$ cat config.mk
export PLATFORM = sky130hd
export DESIGN_NAME = frame_allocator_first_free
export DESIGN_NICKNAME = d
export VERILOG_FILES = /design/src/rtl/core/fafr_pkg.sv /design/src/rtl/core/frame_allocator_first_free.sv /design/src/rtl/core/fafr_dp.sv /design/src/rtl/core/fafr_ctrl.sv
export SDC_FILE = /design/constraint.sdc
export NUM_CORES = 2
export LEC_CHECK = 0
export BUFFER_PORTS_ARGS = -buffer_cell sky130_fd_sc_hd__buf_4
export CAP_MARGIN = 40
export CORE_MARGIN = 4
export CORE_UTILIZATION = 30
export CTS_CLUSTER_SIZE = 8
export DETAILED_ROUTE_END_ITERATION = 7
export PLACE_DENSITY = 0.5
export SETUP_SLACK_MARGIN = 0.15
export SYNTH_ARGS = -nofsm -noshare
export SYNTH_HDL_FRONTEND = slang
export SYNTH_SLANG_ARGS = --single-unit
$ cat constraint.sdc
create_clock -name clk -period 15.62 [get_ports clk]
set_input_delay 0.781 -clock clk [delete_from_list [all_inputs] [get_ports clk]]
set_output_delay 0.781 -clock clk [all_outputs]
set_load 0.01 [all_outputs]
$ cat src/rtl/core/fafr_pkg.sv
// Shared constants, codes and control types for the first-free frame allocator.
`default_nettype none

package fafr_pkg;

  localparam int POOL_FRAMES = 256;
  localparam int FRAME_W     = $clog2(POOL_FRAMES);
  localparam int CNT_W       = 9;
  localparam int OWNER_W     = 8;
  localparam int STATUS_W    = 3;

  localparam logic [CNT_W-1:0]   POOL_CNT = CNT_W'(POOL_FRAMES);
  localparam logic [FRAME_W-1:0] IDX_LAST = FRAME_W'(POOL_FRAMES - 1);

  localparam logic OP_ALLOC = 1'b0;
  localparam logic OP_FREE  = 1'b1;

  typedef logic [STATUS_W-1:0] status_t;

  localparam status_t ST_PLACED    = 3'd0;
  localparam status_t ST_NO_ROOM   = 3'd1;
  localparam status_t ST_ZERO      = 3'd2;
  localparam status_t ST_FREED     = 3'd3;
  localparam status_t ST_NOT_FOUND = 3'd4;

  typedef struct packed {
    logic start;
    logic alloc_step;
    logic free_step;
    logic load_out;
  } fafr_cmd_t;

  typedef struct packed {
    logic zero_req;
    logic no_room;
    logic free_op;
    logic alloc_done;
    logic scan_last;
  } fafr_stat_t;

endpackage

`default_nettype wire

$ cat src/rtl/core/frame_allocator_first_free.sv
// Top level of the first-free frame allocator over a pool of 256 frames.
// An allocate beat goes from the check state to a scan from frame 0 until it has taken the frames
// wanted; a refused or zero request skips the scan; a free beat scans all 256 frames, then drains.
// The rate is set by the single frame scan, one frame per cycle over the frame flags and owner memory.
// A new beat is taken once the previous result is loaded, even if that result is still stalled.
// Synchronous reset marks every frame free and sets the free count to 256; no clearing pass.
`default_nettype none

module frame_allocator_first_free
  import fafr_pkg::*;
(
  input  wire logic                clk,
  input  wire logic                rst_n,
  input  wire logic                in_valid,
  output logic                     in_stall,
  input  wire logic                in_operation,
  input  wire logic [OWNER_W-1:0]  in_owner_id,
  input  wire logic [CNT_W-1:0]    in_frames_wanted,
  output logic                     out_valid,
  input  wire logic                out_stall,
  output logic [STATUS_W-1:0]      out_status,
  output logic [CNT_W-1:0]         out_frames_done,
  output logic [CNT_W-1:0]         out_free_left
);

  fafr_cmd_t  cmd;
  fafr_stat_t stat;

  fafr_ctrl u_ctrl (
    .clk       (clk),
    .rst_n     (rst_n),
    .in_valid  (in_valid),
    .in_stall  (in_stall),
    .out_valid (out_valid),
    .out_stall (out_stall),
    .stat      (stat),
    .cmd       (cmd)
  );

  fafr_dp u_dp (
    .clk              (clk),
    .rst_n            (rst_n),
    .cmd              (cmd),
    .stat             (stat),
    .in_operation     (in_operation),
    .in_owner_id      (in_owner_id),
    .in_frames_wanted (in_frames_wanted),
    .out_status       (out_status),
    .out_frames_done  (out_frames_done),
    .out_free_left    (out_free_left)
  );

  a_left_in_pool: assert property (@(posedge clk) disable iff (!rst_n)
    out_valid |-> (out_free_left <= POOL_CNT))
    else $error("free frame count exceeds the pool size");

  a_placed_nonzero: assert property (@(posedge clk) disable iff (!rst_n)
    (out_valid && (out_status == ST_PLACED || out_status == ST_FREED)) |->
      (out_frames_done != '0))
    else $error("placed or freed result moved no frames");

  a_refused_zero: assert property (@(posedge clk) disable iff (!rst_n)
    (out_valid && (out_status == ST_NO_ROOM || out_status == ST_ZERO ||
                   out_status == ST_NOT_FOUND)) |-> (out_frames_done == '0))
    else $error("refused result reports moved frames");

  a_busy_after_accept: assert property (@(posedge clk) disable iff (!rst_n)
    (in_valid && !in_stall) |=> in_stall)
    else $error("input not stalled while a request is in progress");

endmodule

`default_nettype wire

$ cat src/rtl/core/fafr_dp.sv
// Datapath of the frame allocator: frame flags, owner memory, counters and result register.
`default_nettype none

module fafr_dp
  import fafr_pkg::*;
(
  input  wire logic               clk,
  input  wire logic               rst_n,
  input  wire fafr_cmd_t          cmd,
  output fafr_stat_t              stat,
  input  wire logic               in_operation,
  input  wire logic [OWNER_W-1:0] in_owner_id,
  input  wire logic [CNT_W-1:0]   in_frames_wanted,
  output logic [STATUS_W-1:0]     out_status,
  output logic [CNT_W-1:0]        out_frames_done,
  output logic [CNT_W-1:0]        out_free_left
);

  logic [POOL_FRAMES-1:0] in_use_r;
  logic [CNT_W-1:0]       free_cnt_r;
  logic                   rd_vld_r;

  logic                   op_r;
  logic [OWNER_W-1:0]     who_r;
  logic [CNT_W-1:0]       want_r;
  logic [CNT_W-1:0]       got_r;
  logic [FRAME_W-1:0]     idx_r;
  logic [FRAME_W-1:0]     rd_idx_r;
  logic                   rd_used_r;
  logic [OWNER_W-1:0]     rd_owner_r;

  logic [OWNER_W-1:0]     owner_mem [POOL_FRAMES];

  status_t                status_r;
  logic [CNT_W-1:0]       done_r;
  logic [CNT_W-1:0]       left_r;

  logic                   take;
  logic                   hit;
  status_t                status_nxt;
  logic [CNT_W-1:0]       done_nxt;

  assign take = cmd.alloc_step && !in_use_r[idx_r];
  assign hit  = rd_vld_r && rd_used_r && (rd_owner_r == who_r);

  assign stat.zero_req   = (want_r == '0);
  assign stat.no_room    = (want_r > free_cnt_r);
  assign stat.free_op    = (op_r == OP_FREE);
  assign stat.alloc_done = (got_r == want_r);
  assign stat.scan_last  = (idx_r == IDX_LAST);

  always_comb begin
    status_nxt = ST_PLACED;
    done_nxt   = got_r;
    if (op_r == OP_FREE) begin
      status_nxt = (got_r == '0) ? ST_NOT_FOUND : ST_FREED;
    end else if (want_r == '0) begin
      status_nxt = ST_ZERO;
      done_nxt   = '0;
    end else if (got_r == '0) begin
      // A refused request never takes a frame, so an empty count marks it.
      status_nxt = ST_NO_ROOM;
      done_nxt   = '0;
    end
  end

  always_ff @(posedge clk) begin
    if (!rst_n) begin
      in_use_r   <= '0;
      free_cnt_r <= POOL_CNT;
      rd_vld_r   <= 1'b0;
    end else begin
      if (take) begin
        in_use_r[idx_r] <= 1'b1;
        free_cnt_r      <= free_cnt_r - CNT_W'(1);
      end
      if (hit) begin
        in_use_r[rd_idx_r] <= 1'b0;
        free_cnt_r         <= free_cnt_r + CNT_W'(1);
      end
      rd_vld_r <= cmd.free_step;
    end
  end

  always_ff @(posedge clk) begin
    if (cmd.start) begin
      op_r   <= in_operation;
      who_r  <= in_owner_id;
      want_r <= in_frames_wanted;
      got_r  <= '0;
      idx_r  <= '0;
    end else begin
      if (cmd.alloc_step || cmd.free_step) begin
        idx_r <= idx_r + FRAME_W'(1);
      end
      if (take || hit) begin
        got_r <= got_r + CNT_W'(1);
      end
    end
    if (cmd.free_step) begin
      rd_idx_r  <= idx_r;
      rd_used_r <= in_use_r[idx_r];
    end
    if (cmd.load_out) begin
      status_r <= status_nxt;
      done_r   <= done_nxt;
      left_r   <= free_cnt_r;
    end
  end

  always_ff @(posedge clk) begin
    if (take) begin
      owner_mem[idx_r] <= who_r;
    end
    if (cmd.free_step) begin
      rd_owner_r <= owner_mem[idx_r];
    end
  end

  assign out_status      = status_r;
  assign out_frames_done = done_r;
  assign out_free_left   = left_r;

endmodule

`default_nettype wire

$ cat src/rtl/core/fafr_ctrl.sv
// Controller of the frame allocator: request sequencing and handshake control.
`default_nettype none

module fafr_ctrl
  import fafr_pkg::*;
(
  input  wire logic       clk,
  input  wire logic       rst_n,
  input  wire logic       in_valid,
  output logic            in_stall,
  output logic            out_valid,
  input  wire logic       out_stall,
  input  wire fafr_stat_t stat,
  output fafr_cmd_t       cmd
);

  typedef enum logic [2:0] {
    S_IDLE,
    S_CHECK,
    S_ALLOC,
    S_FREE,
    S_DRAIN,
    S_RESULT
  } state_t;

  state_t state_r;
  state_t state_nxt;
  logic   in_stall_r;
  logic   in_stall_nxt;
  logic   out_valid_r;
  logic   out_valid_nxt;

  always_comb begin
    cmd           = '0;
    state_nxt     = state_r;
    in_stall_nxt  = in_stall_r;
    out_valid_nxt = out_valid_r && out_stall;
    unique case (state_r)
      S_IDLE: begin
        if (in_valid) begin
          cmd.start    = 1'b1;
          in_stall_nxt = 1'b1;
          state_nxt    = S_CHECK;
        end
      end
      S_CHECK: begin
        if (stat.free_op) begin
          state_nxt = S_FREE;
        end else if (stat.zero_req || stat.no_room) begin
          state_nxt = S_RESULT;
        end else begin
          state_nxt = S_ALLOC;
        end
      end
      S_ALLOC: begin
        if (stat.alloc_done) begin
          state_nxt = S_RESULT;
        end else begin
          cmd.alloc_step = 1'b1;
        end
      end
      S_FREE: begin
        cmd.free_step = 1'b1;
        if (stat.scan_last) begin
          state_nxt = S_DRAIN;
        end
      end
      S_DRAIN: begin
        state_nxt = S_RESULT;
      end
      S_RESULT: begin
        if (!out_valid_r || !out_stall) begin
          cmd.load_out  = 1'b1;
          out_valid_nxt = 1'b1;
          in_stall_nxt  = 1'b0;
          state_nxt     = S_IDLE;
        end
      end
      default: begin
        state_nxt = S_IDLE;
      end
    endcase
  end

  always_ff @(posedge clk) begin
    if (!rst_n) begin
      state_r     <= S_IDLE;
      in_stall_r  <= 1'b0;
      out_valid_r <= 1'b0;
    end else begin
      state_r     <= state_nxt;
      in_stall_r  <= in_stall_nxt;
      out_valid_r <= out_valid_nxt;
    end
  end

  assign in_stall  = in_stall_r;
  assign out_valid = out_valid_r;

endmodule

`default_nettype wire
After elaboration in Yosys (flattened, before gate mapping)
Memory sizes are Yosys's and may differ from the RTL's. A register that Yosys moved wholly into a read port is not among the register bits.
Cells that the tools add are included.
Cells by class
  reductions and logical operators: 20
  bitwise logic cells: 3
  equal/unequal tests: 12
  $add $sub $neg: 4
  mux-type cells: 39
  order comparisons: 5
Operators with widths (count)
  2-to-1 mux 256 bit: 3
  bitwise AND 256 bit: 1
  inverter 256 bit: 1
  OR 256 bit: 1
  2-to-1 mux 9 bit: 5
  2-to-1 mux 3 bit: 9
  adder 9 x 1 -> 9 bit (second input constant): 2
  zero test 9 bit: 2
  < comparator 8 x 9 -> 1 bit (second input constant): 2
  one-hot mux 3 bit (6 select lines): 1
  2-to-1 mux 1 bit: 17
  demux 1 bit (select 8 bit): 2
  greater-or-equal comparator 8 x 1 -> 1 bit (second input constant): 2
  equality test 9 bit: 1
  > comparator 9 bit: 1
  subtractor 9 x 1 -> 9 bit (second input constant): 1
  adder 8 x 1 -> 8 bit (second input constant): 1
  binary-select mux 1 bit (select 8 bit): 1
  equality test 8 bit: 1
  equality test 8 bit (second input constant): 1
  equality test 3 x 2 -> 1 bit (second input constant): 2
  equality test 3 bit (second input constant): 2
  logical AND 1 bit: 6
  != test 2 bit (second input constant): 3
  other kinds (9): 15
Word-level totals
  input port bits: 22
  memories kept: 1
  register bits after elaboration: 336
  output and inout port bits: 23
  RAM bits: 2048
Memory list
  u_dp.owner_mem: words 256, bits a word 8, read ports 1, clocked after memory_dff 1, wr ports 1, RTL line fafr_dp.sv:32  | logic [OWNER_W-1:0] owner_mem [POOL_FRAMES];

Longest topological paths before layout
  depth in word-level cells: 9
  gate-level depth with buffers: 17
  mapped depth without buffers: 13

Hierarchy
Synthesis repeated with hierarchy kept, for this count alone.
Second synthesis, totals
  cells, all modules: 4690
  area, all modules: 94441.8 µm²
Modules (own cells, without submodules)
  fafr_dp: cells an instance 4655, times used 1, area an instance 94137.8 µm², seq. area each 68846.0 µm²
  fafr_ctrl: cells an instance 35, times used 1, area an instance 304.0 µm², seq. area each 100.1 µm²

Worst setup path after synthesis
OpenSTA, ideal clock, no wires.
  path type: flip-flop to flip-flop
  start: register u_dp.who_r[7]
  end: register u_dp.free_cnt_r[8]
  arrival time: 6.266 ns
  setup slack: 9.233 ns
  buffers on the path: 0
  stages on the path, launching flop included: 14
  setup time: 0.121 ns
  cells stage by stage: edfxtp_1 xnor2_1 nand3_1 or4b_2 fa_1 a21o_1 a21oi_1 o21bai_1 a21oi_1 o21bai_1 a21oi_1 nor2_1 a21oi_1 mux2_2
Between the ends
  word-level cells in the longest chain between the ends: 3
  elaborated cells between the ends (all ways): 4
  those cells by class: eq/ne (1); mux (1); reduce/logical (2)
Ends and longest elaborated chain
  from (decl): RTL line fafr_dp.sv:24  | logic [OWNER_W-1:0] who_r;
  from (signal assigned): RTL line fafr_dp.sv:88  | who_r <= in_owner_id;
  equality test 8 bit *: RTL line fafr_dp.sv:44  | assign hit = rd_vld_r && rd_used_r && (rd_owner_r == who_r);
  logical AND 1 bit *: RTL line fafr_dp.sv:44
  2-to-1 mux 9 bit or nonzero test 2 bit (tied branches)
  to (signal assigned): RTL line fafr_dp.sv:75  | free_cnt_r <= free_cnt_r - CNT_W'(1);
  to (signal assigned): RTL line fafr_dp.sv:79  | free_cnt_r <= free_cnt_r + CNT_W'(1);
  to (decl): RTL line fafr_dp.sv:20  | logic [CNT_W-1:0] free_cnt_r;
Every way passes the cells marked *; elsewhere a longest branch is shown, timed or not.
A chain may end at the register's enable or synchronous reset.

Worst setup path in the final report
  start: register u_dp.idx_r[3]
  end: memory u_dp.owner_mem[162][4], enable pin
Between the ends
  word-level cells in the longest chain between the ends: 6
Ends and longest elaborated chain
  from (decl): RTL line fafr_dp.sv:27  | logic [FRAME_W-1:0] idx_r;
  from (signal assigned): RTL line fafr_dp.sv:94  | idx_r <= idx_r + FRAME_W'(1);
  binary-select mux 1 bit (select 8 bit): RTL line fafr_dp.sv:43  | assign take = cmd.alloc_step && !in_use_r[idx_r];
  2-to-1 mux 1 bit (implied by the code): RTL line fafr_dp.sv:43
  zero test 1 bit: RTL line fafr_dp.sv:43
  logical AND 1 bit: RTL line fafr_dp.sv:43
  2-to-1 mux 1 bit: RTL line fafr_dp.sv:112  | if (take) begin
  2-to-1 mux 1 bit (implied by the code): RTL line fafr_dp.sv:113  | owner_mem[idx_r] <= who_r;
  to (decl): RTL line fafr_dp.sv:32
Several ways; a longest one is shown, not always the timed one. The select of a mux whose other input is x is not followed.

==> results_dict.tcl <==
set metrics [dict create \
    antenna_found_initial 15 \
    p_int_mw 12.6 \
    dp.final_hpwl_um 182000 \
    worstSkewPairLatency_ps 940 \
    die_y_um 574 \
    dr.pass1.iters 8 \
    instances_no_fill 9601 \
    clkTransAtPathRegs_ps 50 \
    grt.overflow.total 0 \
    n_fill_cell 29400 \
    swShare 0.267 \
    setup-violations-final 0 \
    p_sw_mw 4.60 \
    grt_max_degree 139 \
    finalCritPeriodShare 0.434 \
    cp.arrival_ps 7280 \
    io_buffers 44 \
    cts_tree "yes" \
    ys_seq_elements 2392 \
    min_path_type "in2reg" \
    cp_num_buf_inv 3 \
    multi_input_area_sq_mm 0.0247 \
    p_total_mw 17.2 \
    wire_per_inst_um 30.8 \
    fmax_mhz 148 \
    crit_top_cell "buf_4" \
    start_kind "register" \
    post_cts_buffers 0 \
    synthesis.area_sq_mm 0.0960 \
    grtUsageTotal 0.175 \
    dieArea_sq_mm 0.329 \
    finalMaxSlewViolations 0 \
    clk_path_buf_depth 4 \
    synth_edf_count 2104 \
    route.detailed.drc 0 \
    crit_type "reg2reg" \
    totalWireLength_um 295000 \
    cts_max_level 5 \
    setup_tns_ps 0 \
    syn_inst 5051 \
    worstMarginPinSlew_ps 1070 \
    leakagePower_nw 33.5 \
    vias_per_cell 5.41 \
    cp_slowest_cell "dfxtp_4" \
    power_frac_comb 0.184 \
    drive_above_1_share 0.257 \
    rsz0062_at_grt "no" \
    syn_area_per_cell_sq_um 19.0 \
    num-nets-final 5359 \
    via_count 51900 \
    coreArea_sq_mm 0.318 \
    ys.flop_type "edfxtp_1" \
    power_frac_clock 0.387 \
    seq_power_share 0.429 \
    num_io_pins 45 \
    stdcell_area_sq_mm 0.112 \
    placedInstanceArea_sq_mm 0.102 \
    powerDensity_mw_per_mm2 155 \
    clkSinkCount 2392 \
    place_congestion 0.860 \
    worstPathCellList "buf_4, buf_4, o21ai_0, o311ai_0, o221a_2, a32o_1, mux4_2, and2_4, nand3_4, buf_4, nor2_1" \
    drtAntennaViolNets 0 \
    seq_area_sq_mm 0.0690 \
    drtIter0Drc 5828 \
    min_period_ps 6780 \
    cp_max_fo 47 \
    fp.dieW_um 574 \
    ctsRootBufferMaster "clkbuf_16" \
    num_rows 207 \
    finalClockSkew_ps 56.2 \
    status "finished, final reports clean" \
    grt_pass1_wl_um 417000 \
    peakVddDrop_mv 0.118 \
    cpLargestDelayFamily "buffers and inverters" \
    grt_pass1_vias 52100 \
    cp-end-kind "register" \
    worstPathRequired_ps 16130 \
    yosysUniqueCellTypes 67 \
    syn-num-nets 5096 \
    yosysWarnings 0 \
    cap_violations 0 \
    dp_cells 9129 \
    utilization 0.351 \
    syn_to_final_growth_pct 16.2 \
    initial_core_util 0.302 \
    synthArstFlopShare 0 \
    relSlewSlack 0.286 \
    cts_buffers 349 \
    ys_seq_area_frac 0.718 \
    slowest_delay_ps 860 \
    final_hold_viol_count 0 \
]
==> worst reg2reg max path, cell delays in order (launching register included) <==
cell      delay (ps)
dfxtp_4          860
buf_4            710
buf_4            790
o21ai_0          200
o311ai_0         710
o221a_2          340
a32o_1           200
mux4_2           330
and2_4           550
nand3_4          570
buf_4            490
nor2_1           630
==> final timing paths <==
kind / from / endpoint / slack [ps] / depth (start not counted)
worst max-delay path: u_dp.idx_r[3]$_SDFFE_PP0P_ / u_dp.owner_mem[162][4]$_DFFE_PP_ / 8840 / 11
worst min-delay path: in_frames_wanted[2] / u_dp.want_r[2]$_DFFE_PP_ / 70 / 1
worst max register to register: u_dp.idx_r[3]$_SDFFE_PP0P_ / u_dp.owner_mem[162][4]$_DFFE_PP_ / 8840 / 11
worst min register to register: u_dp.free_cnt_r[8]$_SDFFE_PN1P_ / u_dp.out_free_left[8]$_DFFE_PP_ / 450 / 0
==> cells in the mapped netlist, drive strengths merged, types with 5 or more instances <==
| library cell | number | area (sq um) |
|---|---|---|
| xor2 | 13 | 114 |
| nand4 | 14 | 87.6 |
| o21ai | 113 | 566 |
| nor4 | 6 | 37.5 |
| mux4 | 699 | 15700 |
| o221ai | 135 | 1180 |
| a31oi | 8 | 50.1 |
| nand2b | 11 | 68.8 |
| dfxtp | 288 | 5770 |
| nand2 | 78 | 293 |
| mux2i | 45 | 450 |
| nor3 | 36 | 180 |
| o31ai | 5 | 37.5 |
| nand3 | 48 | 428 |
| and2 | 9 | 58.8 |
| buf | 198 | 1260 |
| or2 | 6 | 37.5 |
| o21a | 111 | 833 |
| inv | 165 | 619 |
| a22oi | 50 | 375 |
| nor2b | 26 | 163 |
| xnor2 | 18 | 158 |
| nand3b | 7 | 52.6 |
| clkbuf | 147 | 553 |
| edfxtp | 2104 | 63200 |
| nor2 | 315 | 1180 |
| o211ai | 14 | 105 |
| and3 | 19 | 119 |
| o221a | 17 | 191 |
| mux2 | 5 | 56.3 |
| ha | 22 | 275 |
| a21oi | 270 | 1350 |
==> registers in the layout (all words and copies together), names as in the netlist, 3 cells and up <==
signal                count
u_ctrl.state_r            3
u_dp.free_cnt_r           9
u_dp.got_r                9
u_dp.idx_r                8
u_dp.in_use_r           256
u_dp.out_frames_done      9
u_dp.out_free_left        9
u_dp.out_status           3
u_dp.owner_mem         2048
u_dp.rd_idx_r             8
u_dp.rd_owner_r           8
u_dp.want_r               9
u_dp.who_r                8
==> placed cells by master (no fill, tap or decap), types with 45 or more instances in the layout <==
cell type  instances
buf_4            182
inv_1            165
clkbuf_1          88
a22oi_1           50
mux2i_1           45
mux4_2           699
clkbuf_16        359
a21oi_1          268
o21a_1           111
o221ai_1         135
dfxtp_1          281
edfxtp_1        2104
nand2_1           76
nor2_1           307
o21ai_0          113
==> routing by layer <==
metal	vias up	track usage	part of all wire
met5	-	0	0.000091
met4	4	0.0559	0.033
met3	501	0.0315	0.072
met2	2479	0.278	0.47
met1	27800	0.245	0.42
li1	21100	-	-
==> what timing repair did <==
item | CTS | global route
hold buffers | 13 | 0
hold endpoints to repair | 13 | 0
resized for setup | 0 | 0
==> power by group through the flow <==
stage               Clock [mW]  Sequential (mW)  Combinational [mW]
global route              7.10             7.40                3.35
finish                    6.67             7.40                3.17
CTS                       6.80             7.40                3.25
floorplan                    0             7.69                1.89
global placement             0             7.55                3.16
detailed placement           0             7.52                3.24
==> metrics by stage <==
step	setup slack (ps)	hold WS (ps)
after global placement	8390	444
after detailed placement	8860	446
final	8840	67.1
after CTS	8830	0.972
after global routing	8680	20.4
after floorplan	9230	403
==> area by class of cell <==
| class | count | share of cell area |
|---|---|---|
| clock inverters | 6 | 0.000572 |
| inverters | 167 | 0.00562 |
| clock buffers | 447 | 0.0835 |
| flip-flops and latches | 2392 | 0.618 |
| diodes | 5 | 0.000112 |
| repair buffers | 257 | 0.0236 |
| well taps | 4180 | 0.0469 |
| multi-input cells | 2147 | 0.222 |
==> cell families (layout without fill, tap and decap cells) <==
group	Yosys count	after routing	share of synthesized area
multiplexers	749	749	0.169
AND/OR/NAND/NOR	591	591	0.0296
AO/OA/AOI/OAI	753	753	0.0516
flip-flops	2392	2392	0.718
other	0	5	0
XOR/XNOR	31	31	0.00283
buffers and inverters	512	877	0.0254
adder cells (fa/ha/maj)	23	23	0.00308
No activity file was read; power rests on OpenSTA's default activity.
